[config.mk]
export PLATFORM = sky130hd
export DESIGN_NAME = beacon_payload_parser_unit
export DESIGN_NICKNAME = d
export VERILOG_FILES = /design/src/sv/bpp_pkg.sv /design/src/sv/beacon_payload_parser_unit.sv /design/src/sv/bpp_parse_core.sv /design/src/sv/bpp_result_reg.sv
export SDC_FILE = /design/constraint.sdc
export NUM_CORES = 1
export LEC_CHECK = 0
export BUFFER_PORTS_ARGS = -buffer_cell sky130_fd_sc_hd__buf_2
export CORE_MARGIN = 2
export CORE_UTILIZATION = 54
export CTS_BUF_LIST = sky130_fd_sc_hd__clkbuf_16
export DETAILED_ROUTE_END_ITERATION = 8
export HOLD_SLACK_MARGIN = 0.05
export PLACE_DENSITY = 0.74
export SYNTH_ARGS = -nofsm -noshare
export SYNTH_HDL_FRONTEND = slang
export SYNTH_HIERARCHICAL = 1
export SYNTH_SLANG_ARGS = --single-unit
[constraint.sdc]
create_clock -name i_clk -period 3 [get_ports i_clk]
set_clock_uncertainty 0.1 [all_clocks]
set_input_delay 0.3 -clock i_clk [delete_from_list [all_inputs] [get_ports i_clk]]
set_output_delay 0.3 -clock i_clk [all_outputs]
set_load 0.03 [all_outputs]
[src/sv/bpp_pkg.sv]
`default_nettype none
// ---------------------------------------------------------------------------
// bpp_pkg
// Types and constants shared by the beacon payload parser modules.
// ---------------------------------------------------------------------------
package bpp_pkg;

    // Configuration register indexes
    localparam int unsigned CFG_IDX_W = 1;
    localparam logic [CFG_IDX_W-1:0] CFG_OWN_SHORT = 1'b0;
    localparam logic [CFG_IDX_W-1:0] CFG_OWN_EXT   = 1'b1;
    localparam int unsigned CFG_DATA_W = 64;

    localparam logic [15:0] OWN_SHORT_RESET = 16'hFFFF;
    localparam logic [63:0] OWN_EXT_RESET   = 64'h0;

    // Output tdata width: 36 payload bits padded to whole bytes
    localparam int unsigned RES_BITS = 36;
    localparam int unsigned RES_DATA_W = ((RES_BITS + 7) / 8) * 8;

    // Payload section being parsed
    typedef enum logic [6:0] {
        SEC_SFSPEC   = 7'b0000001,
        SEC_GTSSPEC  = 7'b0000010,
        SEC_GTSDIR   = 7'b0000100,
        SEC_GTSLIST  = 7'b0001000,
        SEC_PENDSPEC = 7'b0010000,
        SEC_ADDRLIST = 7'b0100000,
        SEC_PAYLOAD  = 7'b1000000
    } t_section;

    // One parse result
    typedef struct packed {
        logic        truncated;
        logic [6:0]  payload_length;
        logic        pending_match;
        logic        gts_direction;
        logic [3:0]  gts_length;
        logic [3:0]  gts_start_slot;
        logic        gts_match;
        logic        gts_allowed;
        logic [15:0] superframe_spec;
    } t_result;

endpackage
`default_nettype wire

[src/sv/beacon_payload_parser_unit.sv]
`default_nettype none
// ---------------------------------------------------------------------------
// beacon_payload_parser_unit
// Parses a beacon MAC payload byte stream and reports GTS, pending address
// and payload length information once per beacon.
// ---------------------------------------------------------------------------
//  channel   dir  handshake                    contents
//  s_axis    in   tvalid/tready                tdata: data_byte; tlast: last_byte
//  m_axis    out  tvalid/tready                tdata: one result per beacon
//  i_cfg_*   in   i_cfg_we (no wait)           0 own short addr, 1 own ext addr
//
//  One byte per cycle. A byte sits in the input register; when it advances, the
//  parse logic updates state and a last byte's result is loaded into the output
//  register on the same clock edge, which raises m_axis_tvalid.
//  Only a last byte can wait on a full output register; other bytes proceed.
//  Reset (i_rst_n low, synchronous) clears the parse state and loads the own
//  addresses with 0xFFFF and 0.
// ---------------------------------------------------------------------------
module beacon_payload_parser_unit #(
    parameter int unsigned MAX_PAYLOAD_BYTES = 127
) (
    input  wire logic                            i_clk,
    input  wire logic                            i_rst_n,
    // [7:0] data_byte
    input  wire logic                            s_axis_tvalid,
    output logic                                 s_axis_tready,
    input  wire logic [7:0]                      s_axis_tdata,
    input  wire logic                            s_axis_tlast,
    // [15:0] superframe_spec, [16] gts_allowed, [17] gts_match,
    // [21:18] gts_start_slot, [25:22] gts_length, [26] gts_direction,
    // [27] pending_match, [34:28] payload_length, [35] truncated, [39:36] zero
    output logic                                 m_axis_tvalid,
    input  wire logic                            m_axis_tready,
    output logic [bpp_pkg::RES_DATA_W-1:0]       m_axis_tdata,
    input  wire logic                            i_cfg_we,
    input  wire logic [bpp_pkg::CFG_IDX_W-1:0]   i_cfg_index,
    input  wire logic [bpp_pkg::CFG_DATA_W-1:0]  i_cfg_wdata
);

    logic             r_in_valid;
    logic [7:0]       r_in_byte;
    logic             r_in_last;
    logic             w_step;
    logic             w_out_free;
    logic             w_res_valid;
    bpp_pkg::t_result w_res;
    bpp_pkg::t_result w_out_res;

    // Advance a byte unless it is a last byte facing a full output slot
    assign w_step        = r_in_valid && (!r_in_last || w_out_free);
    assign s_axis_tready = !r_in_valid || w_step;

    // Input register
    always_ff @(posedge i_clk) begin
        if (!i_rst_n) begin
            r_in_valid <= 1'b0;
        end else if (s_axis_tvalid && s_axis_tready) begin
            r_in_valid <= 1'b1;
        end else if (w_step) begin
            r_in_valid <= 1'b0;
        end
    end

    always_ff @(posedge i_clk) begin
        if (s_axis_tvalid && s_axis_tready) begin
            r_in_byte <= s_axis_tdata;
            r_in_last <= s_axis_tlast;
        end
    end

    bpp_parse_core #(
        .MAX_PAYLOAD_BYTES (MAX_PAYLOAD_BYTES)
    ) u_core (
        .i_clk          (i_clk),
        .i_rst_n        (i_rst_n),
        .i_cfg_we       (i_cfg_we),
        .i_cfg_index    (i_cfg_index),
        .i_cfg_wdata    (i_cfg_wdata),
        .i_step         (w_step),
        .i_byte         (r_in_byte),
        .i_last         (r_in_last),
        .o_result_valid (w_res_valid),
        .o_result       (w_res)
    );

    bpp_result_reg u_out (
        .i_clk    (i_clk),
        .i_rst_n  (i_rst_n),
        .i_load   (w_res_valid),
        .i_result (w_res),
        .o_free   (w_out_free),
        .o_valid  (m_axis_tvalid),
        .i_ready  (m_axis_tready),
        .o_result (w_out_res)
    );

    // Pack result, padded to whole bytes
    assign m_axis_tdata = {{(bpp_pkg::RES_DATA_W - bpp_pkg::RES_BITS){1'b0}}, w_out_res};

endmodule
`default_nettype wire

[src/sv/bpp_parse_core.sv]
`default_nettype none
// ---------------------------------------------------------------------------
// bpp_parse_core
// Beacon payload parse state and next-state logic, one byte per i_step cycle.
// ---------------------------------------------------------------------------
module bpp_parse_core #(
    parameter int unsigned MAX_PAYLOAD_BYTES = 127
) (
    input  wire logic                          i_clk,
    input  wire logic                          i_rst_n,
    input  wire logic                          i_cfg_we,
    input  wire logic [bpp_pkg::CFG_IDX_W-1:0] i_cfg_index,
    input  wire logic [bpp_pkg::CFG_DATA_W-1:0] i_cfg_wdata,
    input  wire logic                          i_step,
    input  wire logic [7:0]                    i_byte,
    input  wire logic                          i_last,
    output logic                               o_result_valid,
    output bpp_pkg::t_result                   o_result
);

    localparam logic [6:0] PayCap =
        7'((MAX_PAYLOAD_BYTES < 127) ? MAX_PAYLOAD_BYTES : 127);

    logic [15:0] r_own_short;
    logic [63:0] r_own_ext;

    bpp_pkg::t_section r_section, n_section;
    logic [3:0]  r_cnt, n_cnt;
    logic [15:0] r_sf, n_sf;
    logic [2:0]  r_gcount, n_gcount;
    logic [2:0]  r_gidx, n_gidx;
    logic [6:0]  r_mask, n_mask;
    logic [2:0]  r_sleft, n_sleft;
    logic [2:0]  r_eleft, n_eleft;
    logic [63:0] r_shift, n_shift;
    logic        r_gmatch, n_gmatch;
    logic        r_pmatch, n_pmatch;
    logic        r_permit, n_permit;
    logic [3:0]  r_start, n_start;
    logic [3:0]  r_len, n_len;
    logic        r_dir, n_dir;
    logic [6:0]  r_pay, n_pay;

    logic [63:0] w_coll_shift;
    logic [3:0]  w_coll_cnt;
    logic [7:0]  w_mask_ext;

    // Configuration registers
    always_ff @(posedge i_clk) begin
        if (!i_rst_n) begin
            r_own_short <= bpp_pkg::OWN_SHORT_RESET;
            r_own_ext   <= bpp_pkg::OWN_EXT_RESET;
        end else if (i_cfg_we) begin
            case (i_cfg_index)
                bpp_pkg::CFG_OWN_SHORT: r_own_short <= i_cfg_wdata[15:0];
                bpp_pkg::CFG_OWN_EXT:   r_own_ext   <= i_cfg_wdata;
                default: ;
            endcase
        end
    end

    // Shift the byte into the address collector at its byte lane
    assign w_coll_shift = r_shift | ({56'h0, i_byte} << {r_cnt[2:0], 3'b000});
    assign w_coll_cnt   = r_cnt + 4'd1;
    assign w_mask_ext   = {1'b0, r_mask};

    // Next parse state for the byte at hand
    always_comb begin
        n_section = r_section;
        n_cnt     = r_cnt;
        n_sf      = r_sf;
        n_gcount  = r_gcount;
        n_gidx    = r_gidx;
        n_mask    = r_mask;
        n_sleft   = r_sleft;
        n_eleft   = r_eleft;
        n_shift   = r_shift;
        n_gmatch  = r_gmatch;
        n_pmatch  = r_pmatch;
        n_permit  = r_permit;
        n_start   = r_start;
        n_len     = r_len;
        n_dir     = r_dir;
        n_pay     = r_pay;
        case (r_section)
            bpp_pkg::SEC_SFSPEC: begin
                if (r_cnt == 4'd0) begin
                    n_sf  = {8'h00, i_byte};
                    n_cnt = 4'd1;
                end else begin
                    n_sf      = r_sf | {i_byte, 8'h00};
                    n_cnt     = 4'd0;
                    n_section = bpp_pkg::SEC_GTSSPEC;
                end
            end
            bpp_pkg::SEC_GTSSPEC: begin
                n_gcount = i_byte[2:0];
                if (i_byte[7]) begin
                    n_permit = 1'b1;
                end
                n_section = (i_byte[2:0] != 3'd0) ? bpp_pkg::SEC_GTSDIR
                                                  : bpp_pkg::SEC_PENDSPEC;
            end
            bpp_pkg::SEC_GTSDIR: begin
                n_mask    = i_byte[6:0];
                n_gidx    = 3'd0;
                n_cnt     = 4'd0;
                n_shift   = 64'h0;
                n_section = bpp_pkg::SEC_GTSLIST;
            end
            bpp_pkg::SEC_GTSLIST: begin
                if (r_cnt < 4'd2) begin
                    n_shift = w_coll_shift;
                    n_cnt   = w_coll_cnt;
                end else begin
                    // Keep only the first descriptor naming the own address
                    if (!r_gmatch && (r_shift[15:0] == r_own_short)) begin
                        n_gmatch = 1'b1;
                        n_start  = i_byte[3:0];
                        n_len    = i_byte[7:4];
                        n_dir    = w_mask_ext[r_gidx];
                    end
                    n_gidx  = r_gidx + 3'd1;
                    n_cnt   = 4'd0;
                    n_shift = 64'h0;
                    if (n_gidx >= r_gcount) begin
                        n_section = bpp_pkg::SEC_PENDSPEC;
                    end
                end
            end
            bpp_pkg::SEC_PENDSPEC: begin
                n_sleft   = i_byte[2:0];
                n_eleft   = i_byte[6:4];
                n_cnt     = 4'd0;
                n_shift   = 64'h0;
                n_section = ((i_byte[2:0] != 3'd0) || (i_byte[6:4] != 3'd0))
                            ? bpp_pkg::SEC_ADDRLIST : bpp_pkg::SEC_PAYLOAD;
            end
            bpp_pkg::SEC_ADDRLIST: begin
                n_shift = w_coll_shift;
                n_cnt   = w_coll_cnt;
                if (r_sleft != 3'd0) begin
                    if (w_coll_cnt >= 4'd2) begin
                        if (w_coll_shift[15:0] == r_own_short) begin
                            n_pmatch = 1'b1;
                        end
                        n_sleft   = r_sleft - 3'd1;
                        n_cnt     = 4'd0;
                        n_shift   = 64'h0;
                        n_section = ((n_sleft != 3'd0) || (r_eleft != 3'd0))
                                    ? bpp_pkg::SEC_ADDRLIST : bpp_pkg::SEC_PAYLOAD;
                    end
                end else if (w_coll_cnt >= 4'd8) begin
                    if (w_coll_shift == r_own_ext) begin
                        n_pmatch = 1'b1;
                    end
                    if (r_eleft != 3'd0) begin
                        n_eleft = r_eleft - 3'd1;
                    end
                    n_cnt     = 4'd0;
                    n_shift   = 64'h0;
                    n_section = (n_eleft != 3'd0) ? bpp_pkg::SEC_ADDRLIST
                                                  : bpp_pkg::SEC_PAYLOAD;
                end
            end
            bpp_pkg::SEC_PAYLOAD: begin
                // Count payload bytes, saturating at the cap
                if (r_pay < PayCap) begin
                    n_pay = r_pay + 7'd1;
                end
            end
            default: begin
                n_section = bpp_pkg::SEC_SFSPEC;
            end
        endcase
    end

    // Parse state: advance per byte, clear after the last byte of a beacon
    always_ff @(posedge i_clk) begin
        if (!i_rst_n || (i_step && i_last)) begin
            r_section <= bpp_pkg::SEC_SFSPEC;
            r_cnt     <= 4'd0;
            r_sf      <= 16'h0;
            r_gcount  <= 3'd0;
            r_gidx    <= 3'd0;
            r_mask    <= 7'd0;
            r_sleft   <= 3'd0;
            r_eleft   <= 3'd0;
            r_shift   <= 64'h0;
            r_gmatch  <= 1'b0;
            r_pmatch  <= 1'b0;
            r_permit  <= 1'b0;
            r_start   <= 4'd0;
            r_len     <= 4'd0;
            r_dir     <= 1'b0;
            r_pay     <= 7'd0;
        end else if (i_step) begin
            r_section <= n_section;
            r_cnt     <= n_cnt;
            r_sf      <= n_sf;
            r_gcount  <= n_gcount;
            r_gidx    <= n_gidx;
            r_mask    <= n_mask;
            r_sleft   <= n_sleft;
            r_eleft   <= n_eleft;
            r_shift   <= n_shift;
            r_gmatch  <= n_gmatch;
            r_pmatch  <= n_pmatch;
            r_permit  <= n_permit;
            r_start   <= n_start;
            r_len     <= n_len;
            r_dir     <= n_dir;
            r_pay     <= n_pay;
        end
    end

    // Result of the last byte, taken from the updated state
    always_comb begin
        o_result.superframe_spec = n_sf;
        o_result.gts_allowed     = n_permit;
        o_result.gts_match       = n_gmatch;
        o_result.gts_start_slot  = n_start;
        o_result.gts_length      = n_len;
        o_result.gts_direction   = n_dir;
        o_result.pending_match   = n_pmatch;
        o_result.truncated       = (n_section != bpp_pkg::SEC_PAYLOAD);
        o_result.payload_length  = (n_section != bpp_pkg::SEC_PAYLOAD) ? 7'd0 : n_pay;
    end
    assign o_result_valid = i_step && i_last;

    // Checks
    a_clear_after_last: assert property (@(posedge i_clk) disable iff (!i_rst_n)
        (i_step && i_last) |=> (r_section == bpp_pkg::SEC_SFSPEC) && (r_pay == 7'd0))
        else $error("parse state not cleared after last byte");
    a_gts_match_sticky: assert property (@(posedge i_clk) disable iff (!i_rst_n)
        (r_gmatch && !(i_step && i_last)) |=> r_gmatch)
        else $error("GTS match dropped inside a beacon");
    a_pay_cap: assert property (@(posedge i_clk) disable iff (!i_rst_n)
        r_pay <= PayCap)
        else $error("payload count beyond cap");
    a_gts_index: assert property (@(posedge i_clk) disable iff (!i_rst_n)
        (r_section == bpp_pkg::SEC_GTSLIST) |-> (r_gidx < r_gcount))
        else $error("GTS descriptor index past descriptor count");

endmodule
`default_nettype wire

[src/sv/bpp_result_reg.sv]
`default_nettype none
// ---------------------------------------------------------------------------
// bpp_result_reg
// Output register holding one parse result until the sink takes it.
// ---------------------------------------------------------------------------
module bpp_result_reg (
    input  wire logic             i_clk,
    input  wire logic             i_rst_n,
    input  wire logic             i_load,
    input  bpp_pkg::t_result      i_result,
    output logic                  o_free,
    output logic                  o_valid,
    input  wire logic             i_ready,
    output bpp_pkg::t_result      o_result
);

    logic             r_valid;
    bpp_pkg::t_result r_result;

    // Slot can take a new result when empty or draining this cycle
    assign o_free = !r_valid || i_ready;

    // Valid flag: set on load, drop on transfer
    always_ff @(posedge i_clk) begin
        if (!i_rst_n) begin
            r_valid <= 1'b0;
        end else if (i_load) begin
            r_valid <= 1'b1;
        end else if (i_ready) begin
            r_valid <= 1'b0;
        end
    end

    // Hold payload
    always_ff @(posedge i_clk) begin
        if (i_load) begin
            r_result <= i_result;
        end
    end

    assign o_valid  = r_valid;
    assign o_result = r_result;

endmodule
`default_nettype wire
==> run summary <==
DRT iter0 DRCs: 1,004
Cell Rows: 54
chip height: 152 um
Starting Density: 0.546
clock root buffer: clkbuf_16
diodes inserted: 0
NumNets Final: 1,634
Clock Sinks: 256
Crit path largest cell delay: 650 ps
largest net degree at the start of global routing: 83
Max-Cap Viols: 0
Post-Syn Instances: 1,366
Slew Viols, Final: 0
Setup Fix Bufs, Post-CTS: 0
Post-synth top flop: dfxtp_1
final hold viol count: 0
fin cells: 1,842
worst-skew pair later-pin latency: 550 ps
hold crit path type: in -> reg
number of synthesis warnings: 6
share of flip-flops with an asynchronous set or reset: 0
Crit path max-delay family: simple AND/OR/NAND/NOR gates
total track usage: 0.276
vias in the first global route: 9,988
Routed WL per cell: 17.7 um
final setup fails: 0
antenna-violating nets left: 0
Crit Path Max Fanout: 24
Startpoint Class: flip-flop
number of remaining DRC errors: 0
sequential area share after synthesis: 0.472
Netlist cell types: 74
CTS tree: yes
first-pass GRT wire length: 52,100 um
power density over cell area: 529 nW/um2
placed cell count: 1,716
slowest CP cell: dfxtp_1
Core Area: 21,600 um2
DP HPWL: 21,700 um
FMAX: 356 MHz
CP Capture Type: flip-flop
I/O pins: 121
# H-tree levels: 1
drt pass-1 iters: 5
initial antenna violation count: 0
via density per instance: 5.66
Synth Register Bits: 256
EDFF count, synth: 45
Mapped Area: 11,800 um2
gr ovfl total: 0
final worst path period share: 0.937
area grow syn2layout: 21.5%
VDD IR-drop max: 0.367 mV
Crit path buffers/inverters: 3
Setup TNS: 0 ps
Syn Area/Cell: 8.65 um2
DIE AREA: 23,100 um2
clk slew on worst S/H paths: 70 ps
Static Leak: 5.69 nW
critical path cell sequence: buf_12, nor2b_1, buf_4, a21oi_1, xor2_1, nand4_1, nor4_1, buf_4, nand3_1, o21ai_1
status: complete, no violations
I/O Buffers: 116
worst-margin pin slew: 861 ps
Worst Path Required: 3300 ps
Die Wd: 152 um
kind of critical path: reg -> reg
most frequent CP cell: buf_4
minimum clock period: 2810 ps
GP Congestion: 0.910
slew margin rel.: 0.423
total wire length: 32,600 um
RSZ-0062 raised after global routing: false
layout cells sized above 1: 0.149
Worst EP arrival: 3110 ps
via count of the routed design: 10.4k
clk buf depth: 3
number of CTS-inserted buffers: 27
filler cell count: 1,763
-- layout by cell type (no fill, tap or decap), types with 28 or more instances in the layout --
cell type,netlist,routed
xor2_1,58,58
nand3_1,53,53
xnor2_1,29,29
clkbuf_16,0,28
buf_2,21,116
edfxtp_1,45,45
dfxtp_1,211,210
nand2_1,231,229
buf_4,9,48
dlygate4sd3_1,0,76
a21boi_0,65,64
inv_1,24,31
a21oi_1,147,147
nor2_1,138,138
-- metrics by stage --
| step | hold slack, ps | setup slack [ps] | power [mW] | instance area, um2 | utilization |
|---|---|---|---|---|---|
| 4_1_cts | 182 | 171 | 7.60 | 14400 | 0.664 |
| 3_5_place_dp | 343 | 223 | 4.41 | 12800 | 0.590 |
| 2_1_floorplan | 299 | 368 | 4.16 | 11800 | - |
| 5_1_grt | 235 | 19.7 | 7.84 | 14400 | 0.664 |
| 3_3_place_gp | 336 | 309 | 4.40 | 12800 | 0.590 |
| 6_report | 203 | 190 | 7.59 | 14400 | 0.664 |
-- timing repair --
action / in CTS / in global routing
hold endpoints to repair: 91 / 0
setup endpoints to repair: 0 / 4
resized for setup: 0 / 1
hold buffers: 76 / 0
-- power by group --
group | total (mW) | switching, mW | internal (mW)
Clock | 3.16 | 1.39 | 1.77
Combinational | 0.755 | 0.440 | 0.315
Sequential | 3.67 | 0.0871 | 3.59
Total | 7.59 | 1.92 | 5.68
-- logic make-up (layout without fill, tap and decap cells) --
group,Yosys count,in the layout,share of synthesized area
AOI/OAI and AO/OA,294,294,0.153
xor gates and xnor gates,87,87,0.0645
adders and majority gates,14,14,0.0148
buffers and inverters,125,318,0.0455
DFF,256,256,0.472
muxes,38,38,0.0343
other,1,4,0.000317
and+or+nand+nor,551,551,0.216
-- registers in the layout, indices dropped and copies added (netlist names) --
register / cells
u_core/r_shift: 64
u_core/r_mask: 7
u_core/r_pay: 7
u_core/r_cnt: 4
u_core/r_gcount: 3
u_core/r_pmatch: 1
u_core/r_start: 4
u_core/r_own_short: 16
r_in_valid: 1
r_in_byte: 8
u_core/r_sf: 16
r_in_last: 1
u_core/r_eleft: 3
u_core/r_permit: 1
u_core/r_len: 4
u_core/r_sleft: 3
u_core/r_section: 7
u_out/o_valid: 1
u_core/r_dir: 1
u_out/o_result: 36
u_core/r_own_ext: 64
u_core/r_gmatch: 1
u_core/r_gidx: 3
-- cell type report --
| class | instances | area [um2] | share of cell area |
|---|---|---|---|
| timing repair buffer | 243 | 1760 | 0.123 |
| sequential | 256 | 5580 | 0.388 |
| clock buffer | 28 | 701 | 0.0488 |
| multi-input combinational | 988 | 5740 | 0.400 |
| tap | 280 | 350 | 0.0244 |
| inverter | 25 | 93.8 | 0.00654 |
| clock inverter | 22 | 134 | 0.00933 |
-- metal layers --
layer	wire length [um]	vias to the layer above	global-route usage
met1	13800	4922	0.361
li1	-	5022	-
met3	1960	80	0.0328
met5	0	-	0
met2	15700	399	0.476
met4	1170	0	0.0912
-- path summary, 6_finish.rpt --
path	depth (start not counted)	slack, ps	from	end
max	10	190	u_core/r_cnt[2]	u_out/o_result[27]
max reg2reg	10	190	u_core/r_cnt[2]	u_out/o_result[27]
min reg2reg	2	350	u_core/r_len[3]	u_core/r_len[3]
min	5	200	i_cfg_index	u_core/r_own_short[12]
-- cell usage after synthesis, types with 3 or more instances --
cell,n,share of area
xor2_1,58,0.043
and2_1,11,0.0058
dfxtp_1,211,0.36
or4_1,3,0.0019
o21ai_0,22,0.0093
mux2_2,10,0.0095
a21o_1,3,0.0019
nor4_1,10,0.0053
a31oi_1,8,0.0042
edfxtp_1,45,0.11
mux2i_1,27,0.023
inv_1,24,0.0076
nand3_1,53,0.022
a22oi_1,7,0.0044
nor2b_1,14,0.0074
or3_1,11,0.0058
nand2b_1,6,0.0032
and2_0,3,0.0016
nor4bb_1,3,0.0025
a41oi_1,7,0.0052
a21oi_1,147,0.062
nor3_2,3,0.0025
a211oi_1,10,0.0064
nand4_1,14,0.0074
a21boi_0,65,0.041
buf_4,9,0.0057
ha_1,14,0.015
and3_1,10,0.0053
nand2_1,231,0.073
clkbuf_1,67,0.021
nor3_1,20,0.0085
nor2_1,138,0.044
nor4b_1,3,0.0022
buf_2,21,0.0089
xnor2_1,29,0.021
-- worst min-delay path, delay by kind of cell --
| family | cells | cell delay [ps] |
|---|---|---|
| buffers and inverters | 2 | 290 |
| AND/OR/NAND/NOR | 3 | 200 |
No activity file was read; power rests on OpenSTA's default activity.
